[src/hdl/avtsa_pkg.sv]
`default_nettype none

package avtsa_pkg;

    // Configuration register indexes.
    localparam logic [1:0] CFG_AUDIO_WINDOW     = 2'd0;
    localparam logic [1:0] CFG_VIDEO_JUMP_LIMIT = 2'd1;
    localparam logic [1:0] CFG_FILL_DELAY       = 2'd2;

    // Configuration reset values.
    localparam logic [15:0] RST_AUDIO_WINDOW     = 16'd3000;
    localparam logic [15:0] RST_VIDEO_JUMP_LIMIT = 16'd10000;
    localparam logic [15:0] RST_FILL_DELAY       = 16'd2000;

    // Input item kinds.
    localparam logic OP_AUDIO = 1'b0;
    localparam logic OP_VIDEO = 1'b1;

    // Result kinds.
    localparam logic [1:0] KIND_AUDIO = 2'd0;
    localparam logic [1:0] KIND_VIDEO = 2'd1;
    localparam logic [1:0] KIND_FILL  = 2'd2;
    localparam logic [1:0] KIND_DROP  = 2'd3;

    // Filler audio constants.
    localparam logic [63:0] FILL_MARGIN = 64'd1000;
    localparam logic [63:0] FILL_STEP   = 64'd128;
    localparam logic [3:0]  MAX_FILL    = 4'd8;

    typedef struct packed {
        logic               opcode;
        logic signed [63:0] stamp;
    } t_in_word;

    typedef struct packed {
        logic [1:0]         kind;
        logic signed [63:0] out_stamp;
        logic               last;
    } t_out_word;

    typedef struct packed {
        logic [15:0] audio_window;
        logic [15:0] video_jump_limit;
        logic [15:0] fill_delay;
    } t_cfg;

    // Word handed from the front queue to the back sequencer.
    typedef struct packed {
        logic        is_video;
        logic [63:0] stamp;
    } t_item;

    typedef enum logic [3:0] {
        ST_IDLE,
        ST_A_DIFF,
        ST_A_OFS,
        ST_A_CORR,
        ST_A_GAP,
        ST_A_PUT,
        ST_V_DIFF,
        ST_V_JUMP,
        ST_V_USED,
        ST_V_SEEN,
        ST_V_LAG,
        ST_V_FGAP,
        ST_V_FSET,
        ST_V_FILL,
        ST_V_PUT
    } t_state;

endpackage

`default_nettype wire

[src/hdl/avtsa_front.sv]
`default_nettype none

module avtsa_front
    import avtsa_pkg::*;
(
    input  wire logic     i_clk,
    input  wire logic     i_rst_n,
    input  wire logic     i_valid,
    input  wire t_in_word i_word,
    output logic          o_stall,
    output logic          o_item_valid,
    output t_item         o_item,
    input  wire logic     i_pop
);

    // Two-entry queue of classified words.
    t_item      r_mem [2];
    logic       r_wr_ptr;
    logic       r_rd_ptr;
    logic [1:0] r_count;

    logic w_push;
    logic w_pop;

    assign o_stall      = (r_count == 2'd2);
    assign o_item_valid = (r_count != 2'd0);
    assign o_item       = r_mem[r_rd_ptr];
    assign w_push       = i_valid && !o_stall;
    assign w_pop        = i_pop && o_item_valid;

    always_ff @(posedge i_clk) begin
        if (!i_rst_n) begin
            r_wr_ptr <= 1'b0;
            r_rd_ptr <= 1'b0;
            r_count  <= 2'd0;
        end else begin
            if (w_push) begin
                r_wr_ptr <= !r_wr_ptr;
            end
            if (w_pop) begin
                r_rd_ptr <= !r_rd_ptr;
            end
            r_count <= r_count + {1'b0, w_push} - {1'b0, w_pop};
        end
    end

    always_ff @(posedge i_clk) begin
        if (w_push) begin
            r_mem[r_wr_ptr].is_video <= (i_word.opcode == OP_VIDEO);
            r_mem[r_wr_ptr].stamp    <= i_word.stamp;
        end
    end

endmodule

`default_nettype wire

[src/hdl/avtsa_back.sv]
`default_nettype none

module avtsa_back
    import avtsa_pkg::*;
(
    input  wire logic     i_clk,
    input  wire logic     i_rst_n,
    input  wire t_cfg     i_cfg,
    input  wire logic     i_item_valid,
    input  wire t_item    i_item,
    output logic          o_pop,
    output logic          o_valid,
    output t_out_word     o_word,
    input  wire logic     i_stall
);

    t_state      r_state, n_state;
    logic [63:0] r_stamp, n_stamp;
    logic [63:0] r_diff, n_diff;
    logic [63:0] r_corr, n_corr;
    logic [63:0] r_used, n_used;
    logic [3:0]  r_cnt, n_cnt;

    logic        r_align_ready, n_align_ready;
    logic        r_raw_valid, n_raw_valid;
    logic        r_used_valid, n_used_valid;
    logic [63:0] r_raw_prev, n_raw_prev;
    logic [63:0] r_used_prev, n_used_prev;
    logic [63:0] r_video_ofs, n_video_ofs;
    logic [63:0] r_audio_ofs, n_audio_ofs;
    logic [63:0] r_audio_seen, n_audio_seen;
    logic [63:0] r_video_seen, n_video_seen;
    logic [63:0] r_filler, n_filler;

    logic        r_out_valid, n_out_valid;
    t_out_word   r_out, n_out;

    logic        w_can_put;
    logic [63:0] w_mag;
    logic [63:0] w_win;
    logic [63:0] w_jump;
    logic [63:0] w_delay;
    logic [63:0] w_delay_m;
    logic        w_drop;

    assign w_can_put = !r_out_valid || !i_stall;
    assign w_mag     = r_diff[63] ? (64'd0 - r_diff) : r_diff;
    assign w_win     = {48'd0, i_cfg.audio_window};
    assign w_jump    = {48'd0, i_cfg.video_jump_limit};
    assign w_delay   = {48'd0, i_cfg.fill_delay};
    assign w_delay_m = w_delay - FILL_MARGIN;
    assign w_drop    = r_used_valid && (w_mag > w_win);

    assign o_valid = r_out_valid;
    assign o_word  = r_out;

    always_comb begin
        n_state       = r_state;
        n_stamp       = r_stamp;
        n_diff        = r_diff;
        n_corr        = r_corr;
        n_used        = r_used;
        n_cnt         = r_cnt;
        n_align_ready = r_align_ready;
        n_raw_valid   = r_raw_valid;
        n_used_valid  = r_used_valid;
        n_raw_prev    = r_raw_prev;
        n_used_prev   = r_used_prev;
        n_video_ofs   = r_video_ofs;
        n_audio_ofs   = r_audio_ofs;
        n_audio_seen  = r_audio_seen;
        n_video_seen  = r_video_seen;
        n_filler      = r_filler;
        n_out         = r_out;
        n_out_valid   = r_out_valid && i_stall;
        o_pop         = 1'b0;

        unique case (r_state)
            ST_IDLE: begin
                if (i_item_valid) begin
                    o_pop   = 1'b1;
                    n_stamp = i_item.stamp;
                    if (i_item.is_video) begin
                        n_state = ST_V_DIFF;
                    end else if (r_align_ready) begin
                        n_state = ST_A_CORR;
                    end else begin
                        n_state = ST_A_DIFF;
                    end
                end
            end
            ST_A_DIFF: begin
                n_diff  = r_stamp - r_used_prev;
                n_state = ST_A_OFS;
            end
            ST_A_OFS: begin
                n_audio_ofs   = (w_mag > w_win) ? r_diff : 64'd0;
                n_align_ready = 1'b1;
                n_state       = ST_A_CORR;
            end
            ST_A_CORR: begin
                n_corr  = r_stamp - r_audio_ofs;
                n_state = ST_A_GAP;
            end
            ST_A_GAP: begin
                n_diff  = r_corr - r_used_prev;
                n_state = ST_A_PUT;
            end
            ST_A_PUT: begin
                if (w_can_put) begin
                    n_out_valid     = 1'b1;
                    n_out.out_stamp = r_corr;
                    n_out.last      = 1'b1;
                    if (w_drop) begin
                        n_align_ready = 1'b0;
                        n_out.kind    = KIND_DROP;
                    end else begin
                        n_out.kind = KIND_AUDIO;
                        if (i_cfg.fill_delay != 16'd0) begin
                            n_audio_seen = r_corr;
                            if (!($signed(r_corr) < $signed(r_filler))) begin
                                n_filler = r_corr;
                            end
                        end
                    end
                    n_state = ST_IDLE;
                end
            end
            ST_V_DIFF: begin
                n_diff  = r_stamp - r_raw_prev;
                n_state = ST_V_JUMP;
            end
            ST_V_JUMP: begin
                if (r_raw_valid && (w_mag > w_jump)) begin
                    n_align_ready = 1'b0;
                    n_video_ofs   = r_video_ofs + r_diff;
                end
                n_raw_prev  = r_stamp;
                n_raw_valid = 1'b1;
                n_state     = ST_V_USED;
            end
            ST_V_USED: begin
                n_used       = r_stamp - r_video_ofs;
                n_used_prev  = r_stamp - r_video_ofs;
                n_video_seen = r_stamp - r_video_ofs;
                n_used_valid = 1'b1;
                n_state      = ST_V_SEEN;
            end
            ST_V_SEEN: begin
                n_diff  = r_used - r_audio_seen;
                n_state = ST_V_LAG;
            end
            ST_V_LAG: begin
                n_state = ($signed(r_diff) > $signed(w_delay)) ? ST_V_FGAP : ST_V_PUT;
            end
            ST_V_FGAP: begin
                n_diff  = r_used - r_filler;
                n_state = ST_V_FSET;
            end
            ST_V_FSET: begin
                // After the filler time is pulled up, video leads it by exactly the delay.
                if ($signed(r_diff) > $signed(w_delay)) begin
                    n_filler = r_used - w_delay;
                    n_diff   = w_delay;
                end
                n_cnt   = 4'd0;
                n_state = ST_V_FILL;
            end
            ST_V_FILL: begin
                if ((r_cnt < MAX_FILL) && ($signed(r_diff) > $signed(w_delay_m))) begin
                    if (w_can_put) begin
                        n_out_valid     = 1'b1;
                        n_out.kind      = KIND_FILL;
                        n_out.out_stamp = r_filler;
                        n_out.last      = 1'b0;
                        n_filler        = r_filler + FILL_STEP;
                        n_diff          = r_diff - FILL_STEP;
                        n_cnt           = r_cnt + 4'd1;
                    end
                end else begin
                    n_state = ST_V_PUT;
                end
            end
            ST_V_PUT: begin
                if (w_can_put) begin
                    n_out_valid     = 1'b1;
                    n_out.kind      = KIND_VIDEO;
                    n_out.out_stamp = r_used;
                    n_out.last      = 1'b1;
                    n_state         = ST_IDLE;
                end
            end
            default: begin
                n_state = ST_IDLE;
            end
        endcase
    end

    always_ff @(posedge i_clk) begin
        if (!i_rst_n) begin
            r_state       <= ST_IDLE;
            r_out_valid   <= 1'b0;
            r_align_ready <= 1'b0;
            r_raw_valid   <= 1'b0;
            r_used_valid  <= 1'b0;
            r_raw_prev    <= '1;
            r_used_prev   <= '1;
            r_video_ofs   <= '0;
            r_audio_ofs   <= '0;
            r_audio_seen  <= '0;
            r_video_seen  <= '0;
            r_filler      <= '0;
        end else begin
            r_state       <= n_state;
            r_out_valid   <= n_out_valid;
            r_align_ready <= n_align_ready;
            r_raw_valid   <= n_raw_valid;
            r_used_valid  <= n_used_valid;
            r_raw_prev    <= n_raw_prev;
            r_used_prev   <= n_used_prev;
            r_video_ofs   <= n_video_ofs;
            r_audio_ofs   <= n_audio_ofs;
            r_audio_seen  <= n_audio_seen;
            r_video_seen  <= n_video_seen;
            r_filler      <= n_filler;
        end
    end

    always_ff @(posedge i_clk) begin
        r_stamp <= n_stamp;
        r_diff  <= n_diff;
        r_corr  <= n_corr;
        r_used  <= n_used;
        r_cnt   <= n_cnt;
        r_out   <= n_out;
    end

endmodule

`default_nettype wire

[src/hdl/av_timestamp_aligner_with_audio_fill.sv]
// An audio word steps through A_DIFF and A_OFS (while audio is not aligned), A_CORR, A_GAP
// and A_PUT; a video word through V_DIFF, V_JUMP, V_USED, V_SEEN, V_LAG, then V_FGAP, V_FSET and
// V_FILL when video leads the last audio by more than the fill delay, and V_PUT. Fillers stream at
// one result per cycle while the sink does not stall; the back sequencer takes one word at a time.
// Reset (synchronous, active low) empties the queue and the output register, restores the
// configuration defaults and returns all timing state to its initial values.
`default_nettype none

module av_timestamp_aligner_with_audio_fill
    import avtsa_pkg::*;
(
    input  wire logic        i_clk,
    input  wire logic        i_rst_n,
    // Input channel: a word is taken when i_valid is high and o_stall is low.
    input  wire logic        i_valid,
    input  wire t_in_word    i_word,
    output logic             o_stall,
    // Output channel: a word is taken when o_valid is high and i_stall is low.
    output logic             o_valid,
    output t_out_word        o_word,
    input  wire logic        i_stall,
    // Configuration write port.
    input  wire logic        i_cfg_we,
    input  wire logic [1:0]  i_cfg_idx,
    input  wire logic [15:0] i_cfg_data
);

    // Configuration registers. Writes to an index past the list are ignored.
    t_cfg r_cfg;

    always_ff @(posedge i_clk) begin
        if (!i_rst_n) begin
            r_cfg.audio_window     <= RST_AUDIO_WINDOW;
            r_cfg.video_jump_limit <= RST_VIDEO_JUMP_LIMIT;
            r_cfg.fill_delay       <= RST_FILL_DELAY;
        end else if (i_cfg_we) begin
            unique case (i_cfg_idx)
                CFG_AUDIO_WINDOW:     r_cfg.audio_window     <= i_cfg_data;
                CFG_VIDEO_JUMP_LIMIT: r_cfg.video_jump_limit <= i_cfg_data;
                CFG_FILL_DELAY:       r_cfg.fill_delay       <= i_cfg_data;
                default: begin
                end
            endcase
        end
    end

    // The front takes input words into a two-entry queue and tags each as audio or video,
    // so the source can hand over two words while the back is busy; it stalls when both are full.
    logic  w_item_valid;
    t_item w_item;
    logic  w_pop;

    avtsa_front u_front (
        .i_clk        (i_clk),
        .i_rst_n      (i_rst_n),
        .i_valid      (i_valid),
        .i_word       (i_word),
        .o_stall      (o_stall),
        .o_item_valid (w_item_valid),
        .o_item       (w_item),
        .i_pop        (w_pop)
    );

    // The back steps through one word at a time: one 64-bit subtract or compare per cycle,
    // then one result per cycle into its output register while the sink does not stall. The output
    // register frees as soon as the sink takes its word, so fillers stream with no bubble.
    avtsa_back u_back (
        .i_clk        (i_clk),
        .i_rst_n      (i_rst_n),
        .i_cfg        (r_cfg),
        .i_item_valid (w_item_valid),
        .i_item       (w_item),
        .o_pop        (w_pop),
        .o_valid      (o_valid),
        .o_word       (o_word),
        .i_stall      (i_stall)
    );

endmodule

`default_nettype wire

[config.mk]
export PLATFORM = sky130hd
export DESIGN_NAME = av_timestamp_aligner_with_audio_fill
export DESIGN_NICKNAME = d
export VERILOG_FILES = /design/src/hdl/avtsa_pkg.sv /design/src/hdl/avtsa_front.sv /design/src/hdl/avtsa_back.sv /design/src/hdl/av_timestamp_aligner_with_audio_fill.sv
export SDC_FILE = /design/constraint.sdc
export NUM_CORES = 2
export LEC_CHECK = 0
export ABC_AREA = 0
export BUFFER_PORTS_ARGS = -buffer_cell sky130_fd_sc_hd__buf_2
export CAP_MARGIN = 20
export CELL_PAD_IN_SITES_DETAIL_PLACEMENT = 1
export CELL_PAD_IN_SITES_GLOBAL_PLACEMENT = 1
export CORE_UTILIZATION = 46
export CTS_BUF_LIST = sky130_fd_sc_hd__clkbuf_2 sky130_fd_sc_hd__clkbuf_4 sky130_fd_sc_hd__clkbuf_8
export CTS_CLUSTER_DIAMETER = 40
export DETAILED_ROUTE_END_ITERATION = 8
export HOLD_SLACK_MARGIN = 0.03
export MAX_ROUTING_LAYER = met4
export PLACE_DENSITY_LB_ADDON = 0.1
export SKIP_CTS_REPAIR_TIMING = 1
export SYNTH_ARGS = -nofsm -noshare
export SYNTH_HDL_FRONTEND = slang
export SYNTH_HIERARCHICAL = 1
export SYNTH_SLANG_ARGS = --single-unit
export TNS_END_PERCENT = 1
[constraint.sdc]
create_clock -name i_clk -period 9.5 [get_ports i_clk]
set_clock_uncertainty 0.05 [all_clocks]
set_input_delay 0.95 -clock i_clk [delete_from_list [all_inputs] [get_ports i_clk]]
set_output_delay 0.95 -clock i_clk [all_outputs]
set_load 0.03 [all_outputs]
== Yosys cells after proc, flatten, opt, wreduce, memory -nomap -nowiden ==
Memory sizes are Yosys's and may differ from the RTL's. A register that Yosys moved wholly into a read port is not among the register bits.
Cells that the tools add are included.
W data, S select, Z words.
Word-level totals
  bits in registers: 771
  RAM bits: 130
  input port bits: 88
  output and inout bits: 69
  word-level logic and storage cells: 156
  memories: 1
Memory list
  u_front.r_mem: words 2, width 65, rd ports 1, clocked after memory_dff 1, write ports 1, RTL line avtsa_front.sv:17  | t_item r_mem [2];
Cells by class
  add/sub/neg operators: 16
  magnitude comparators: 6
  equality and inequality tests: 30
  multiplexer cells: 43
  bitwise gates (word level): 1
  reductions and logical operators: 34
Operators with widths (number)
  $mux W64: 12
  $pmux W64 S7: 1
  $sub A64 B64 Y64: 7
  $mux W67: 4
  $pmux W67 S3: 1
  $pmux W64 S3: 1
  $gt A64 B16 Y1: 2
  $add A64 B64 Y64: 1
  $add A64 B8 Y64 const B: 1
  $gt A64 B17 Y1: 1
  $gt A64 B64 Y1: 1
  $lt A64 B64 Y1: 1
  $sub A1 B64 Y64 const A: 1
  $sub A64 B16 Y64: 1
  $sub A64 B8 Y64 const B: 1
  $pmux W4 S14: 1
  $eq A4 B4 Y1 const B: 7
  $mux W4: 6
  $ne A2 B1 Y1 const B: 9
  $sub A16 B10 Y17 const B: 1
  $eq A4 B3 Y1 const B: 4
  $reduce_bool A16 Y1: 1
  $reduce_and A4 Y1: 3
  $mux W1: 11
  other kinds (28): 51

== Longest topological paths before layout ==
  word-level depth: 7
  depth in mapped cells: 22
  depth with buffers taken out: 19

== Hierarchy ==
Netlist, hierarchy kept.
By module, submodules not included
  avtsa_back: times used 1, cells each 7395, area an instance 59477.0 µm²
  avtsa_front: times used 1, cells each 228, area an instance 5129.9 µm²
  av_timestamp_aligner_with_audio_fill: times used 1, cells each 183, area an instance 1903.1 µm²

== Worst setup path after synthesis ==
Ideal clock, no wire load.
  path kind: reg-to-reg
  start: register r_cfg[5] (netlist name)
  end: register u_back.r_out (netlist bit u_back/o_word[0]) (enable)
  arrival: 8714 ps
  required time: 8958 ps
  path slack: 243 ps
  cell stages (with the launch flop): 17
  clock period less this slack: 9257 ps
  cell sequence: dfxtp_1 inv_1 nor3_1 nand3_1 o21ai_0 ha_1 a21o_1 a21o_1 a21oi_1 o21ai_0 a221o_1 a21oi_1 o21ai_0 xor2_1 nor3_1 nor3_1 nor2_1
On the way
  word-level cells in the longest chain between the ends: 5
Ends and longest elaborated chain
  from (decl): RTL line av_timestamp_aligner_with_audio_fill.sv:29  | t_cfg r_cfg;
  $sub A16 B10 Y17: RTL line avtsa_back.sv:51  | assign w_delay_m = w_delay - FILL_MARGIN;
  $gt A64 B64 Y1: RTL line avtsa_back.sv:170  | if ((r_cnt < MAX_FILL) && ($signed(r_diff) > $signed(w_delay_m))) begin
  $logic_and A1 B1 Y1: RTL line avtsa_back.sv:170
  $ne A2 B1 Y1 (no line)
  $reduce_and A5 Y1 (no line)
  to (signal assigned): RTL line avtsa_back.sv:235  | r_out <= n_out;
  to (decl): RTL line avtsa_back.sv:36  | t_out_word r_out, n_out;
No other way between the ends.
A chain may end at the register's enable or synchronous reset.

== Worst setup path in the final report ==
  start: register r_cfg[5] (netlist name)
  end: register u_back.r_diff[42] (enable)
On the way
  word-level cells in the longest chain between the ends: 5
  elaborated cells on any way between the ends: 7
  classes of those cells: add/sub (1); order compare (2); eq/ne (2); reduce/logical (2)
Ends and longest elaborated chain
  $sub A16 B10 Y17: RTL line avtsa_back.sv:51
  $gt A64 B64 Y1: RTL line avtsa_back.sv:170
  $logic_and A1 B1 Y1: RTL line avtsa_back.sv:170
  $ne A2 B1 Y1 (no line)
  $reduce_and A4 Y1 (no line) *
  to (signal assigned): RTL line avtsa_back.sv:231  | r_diff <= n_diff;
  to (decl): RTL line avtsa_back.sv:19  | logic [63:0] r_diff, n_diff;
Mark *: on every way between the ends. The rest lies on a longest branch, timed or not.

==> impl.org <==
** STA
- On the final layout, the worst hold slack is between 0.15 and 0.2 ns.
- Worst slew margin relative to its limit :: a little under a fifth
- Highest clock rate :: between 0.1 and 0.15 GHz
- Final count of negative-setup-slack endpoints :: 0
- Final hold viol count :: 0
- Summed negative setup slack over all endpoints :: 0 ns
- For the pin with the worst max-slew slack, the measured transition is about 1.2 ns.
- Fraction of the cycle the final worst path needs :: 72.1%
- Counting I/O delays and the setup requirement, the final critical path takes 6.85 ns.
- Setup repair after global routing missed its margin :: no
- Slew Viols, Final :: 0

** Clock network
- The clock net in this run drives a total of ~900 sinks.
- In this run the number of H-tree levels came out at 4.
- At the later pin of the worst-skew pair, clock insertion delay measures slightly above 0.9 ns.
- CTS Buf Count :: ~190
- Reg clk slew, reported paths :: about 0.06 ns
- The cell sitting at the root of the clock tree is a clkbuf_8.
- The clock passes through at most 3 buffers.
- TritonCTS built the clock tree.

** Worst hold path
- The min-delay analysis places its worst path in the category in -> reg.

** Die
- Measured along the x axis, the die boundary spans ~380 um.
- Site row count :: ~140
- # IOs :: between 150 and 200
- Area of the die :: 0.146 mm^2
- Die height :: 382 um
- Core area :: around 0.14 mm^2
- Once the floorplan was initialized, standard cells occupied 46.4% of the core.

** Place
- Last weighted congestion value of the routability-driven placer :: 0.999
- Number of I/O port buffers :: about 160
- Sum of net half-perimeters after detailed placement :: between 200 and 250 mm

** Logic synthesis
- Most frequent cell after synthesis :: nand2_1
- In the synthesized netlist the dominant register cell turns out to be edfxtp_1.
- Synthesized area per cell :: roughly 8.5 um^2
- Syn nets :: about 8500
- The synthesized design devotes to its leading area cell type between 20 and 25% of total area.
- Post-synthesis share of cell area spent on full adders, half adders and majority gates :: about 11%
- Counting flops with a built-in enable in the synthesized netlist gives about 460.
- Sequential fraction of the synthesis area :: 34.0%
- The biggest area contributor in the post-synthesis netlist is edfxtp_1.
- Sorting the synthesized cells by area gives the leading types as edfxtp_1 21%, dfxtp_1 13%, ha_1 11%, a21oi_1 5.7%, nand2_1 4.6%.
- Post-synthesis async set-or-reset flop share :: 0%
- Summing every instance area after synthesis gives about 0.067 mm^2.
- The commonest cells after synthesis are 817 x nand2_1, 756 x a21oi_1, 635 x nor2_1.
- Synthesized-area fraction occupied by xor and xnor cells :: under 10%
- Dominant combinational cell family by area after synthesis :: compound AO/OA/AOI/OAI gates
- YS warnings :: 6
- Compound-gate portion of the synthesized area :: between 20 and 25%
- Yosys cell types :: 96
- Multiplexer cells account for approximately 3.5% of the synthesized area.
- Post-synthesis instance total :: a little under 8000
- Post-synthesis simple-gate area fraction :: between 15 and 20%
- Synthesis inferred roughly 900 register bits.

** Routing
- Detailed routing placed a total of ~29 mm of wire on met3.
- Highest metal used :: met4
- For this block, the initial DRC count from the detailed router was just under 7000.
- Total via count after detailed routing :: roughly 63000
- Post-route antenna net violation count :: 0
- After detailed routing, the met2 layer carries approximately 110 mm of wire.
- Total DRC errors in the routed layout :: 0
- The detailed router put a total of around 130 mm of wire on met1.
- Wires add up to approximately 280 mm.
- Post-detailed-route wirelength per cell :: about 28 um
- After detailed routing, the number of vias per cell comes to 6.39.
- For this run, the detailed router's first-pass iteration total came to 6.

** Critical path
- Critical path fanouts, max :: 48
- Nature of the critical path endpoint :: flip-flop
- Most used cell, CP :: buf_4
- Maximum single-stage delay on the critical path :: 0.91 ns
- Data on the critical path is required at its endpoint by 9.97 ns.
- On the critical path, the stage with the largest delay is an instance of nor4_2.
- Category of the worst setup path launch point :: flip-flop
- Data arrival time of the critical path :: around 7.3 ns
- The critical path goes through inv_1 -> nor3_1 -> nand3_1 -> o21ai_4 -> buf_4 -> ha_1 -> nand4_1 -> nor4_1 -> nand2_1 -> nor4_2 -> a21oi_1 -> o21ai_0 -> xor2_1 -> o31a_1 -> nor2b_4 -> buf_4.
- The critical path is of the reg -> reg type.

** Global route
- The number of global-route vias before repair was 62600.
- The first global-routing pass estimated roughly 410 mm of wire.
- Maximum number of pins on one net before global-route repair :: approximately 130
- GRT Util Overall :: between 30% and 40%
- For this run the aggregate overflow at the end of global routing stands at 0.
- The number of antenna violations at the first check in global routing was 15.

** Finish
- The sequential cells in the finished layout cover a total of 0.0226 mm^2.
- Share of layout cells above drive strength 1 :: a little under a tenth
- The net count of the finished layout is approximately 8500.
- Fill cells :: 16800
- Combined area of the multi-input logic cells :: roughly 0.041 mm^2
- Layout overhead on the synthesized area :: 10.7%
- Core utilization of the finished layout :: roughly half

** Pwr
- PwrDens :: roughly 270 mW/mm^2
- Total power after layout :: roughly 20 mW
- The analysis attributes to cell leakage a power of 29.1 nW.
- Peak VDD IR :: 205 uV

** Flow run
- Across the run, the number of max-cap violations was 0.

** Run status
- Outcome :: complete, no violations
==> stage by stage <==
step                      instance area, um^2  setup WS (ns)  instances
after floorplan                         66500          0.243       7806
after detailed placement                69000           2.89       9562
final                                   73600           2.65       9933
after CTS                               73600           2.84       9923
after global placement                  69000           3.07       9562
after global routing                    73600           2.34       9930
==> critical path, delay by kind of cell, from the launching register on <==
family / cells / cell delay, ns
buffers and inverters: 3 / 1.24
adder cells (fa/ha/maj): 1 / 0.28
AO/OA/AOI/OAI: 4 / 0.92
XOR/XNOR: 1 / 0.30
AND/OR/NAND/NOR: 7 / 3.07
flip-flops: 1 / 0.45
==> layout by cell type, fill, tap and decap left out, types with 51 or more instances in the layout <==
cell type,Yosys,layout
inv_1,401,401
nor2b_1,86,84
nand3_1,293,290
buf_2,28,155
nor2_1,635,629
ha_1,574,574
a21oi_1,756,756
a31oi_1,51,51
nor3_1,143,140
o21ai_0,323,322
nand2b_1,74,74
nand2_1,817,815
dfxtp_1,445,444
clkbuf_8,0,204
mux2i_1,135,135
a211oi_1,108,107
nand4_1,139,139
xor2_1,207,207
nor4_1,82,80
buf_4,9,114
a22oi_1,82,82
o21bai_1,65,65
xnor2_1,321,321
edfxtp_1,457,457
a21o_1,300,300
and3_1,56,52
o21a_1,73,73
o211ai_1,96,96
==> final cells by class <==
| cell class | count | share of cell area, % |
|---|---|---|
| multi-input cells | 6078 | 55.4 |
| well taps | 1903 | 3.23 |
| inverters | 406 | 2.09 |
| clock buffers | 242 | 4.19 |
| repair buffers | 275 | 2.36 |
| diodes | 8 | 0.0272 |
| flip-flops and latches | 902 | 30.7 |
| clock inverters | 119 | 1.96 |
==> final timing paths <==
path                          start                     end  slack [ns]  cells past startpoint
max                        r_cfg[5]       u_back/r_diff[42]        2.65                     16
min reg2reg  u_back/r_audio_ofs[38]  u_back/r_audio_ofs[38]        0.40                      2
max reg2reg                r_cfg[5]       u_back/r_diff[42]        2.65                     16
min                       i_word[7]     u_front/r_mem[0][7]        0.16                      1
==> cells by family (layout without fill, tap and decap cells) <==
family | Yosys count | after routing
muxes | 205 | 205
DFF | 902 | 902
other | 0 | 8
buffers and inverters | 826 | 1042
and+or+nand+nor | 2513 | 2513
AOI/OAI and AO/OA | 2251 | 2251
adders and majority gates | 581 | 581
xor gates and xnor gates | 528 | 528
==> where the power goes <==
| part | total (mW) | leakage (nW) | switching, mW | internal [mW] |
|---|---|---|---|---|
| Clock | 4.94 | 2.29 | 2.02 | 2.92 |
| Combinational | 9.26 | 19.0 | 6.22 | 3.04 |
| Sequential | 5.93 | 7.81 | 0.939 | 4.99 |
==> sequential cells by signal (all words and copies together), names as in the netlist, 2 cells and up, named ones only <==
name / count
u_front/r_mem: 130
u_back/o_word: 67
u_back/r_audio_ofs: 64
u_back/r_audio_seen: 64
u_back/r_corr: 64
u_back/r_diff: 64
u_back/r_filler: 64
u_back/r_raw_prev: 64
u_back/r_stamp: 64
u_back/r_used: 64
u_back/r_used_prev: 64
u_back/r_video_ofs: 64
r_cfg: 48
u_back/r_cnt: 4
u_back/r_state: 4
u_front/r_count: 2
==> per-layer routing <==
| layer | GRT usage, % | up-vias |
|---|---|---|
| met5 | - | - |
| met4 | 9.89 | 0 |
| met3 | 8.46 | 415 |
| met2 | 53.3 | 2819 |
| met1 | 55.2 | 31600 |
| li1 | - | 28700 |
Note: power is estimated with default switching activity, not from simulation.
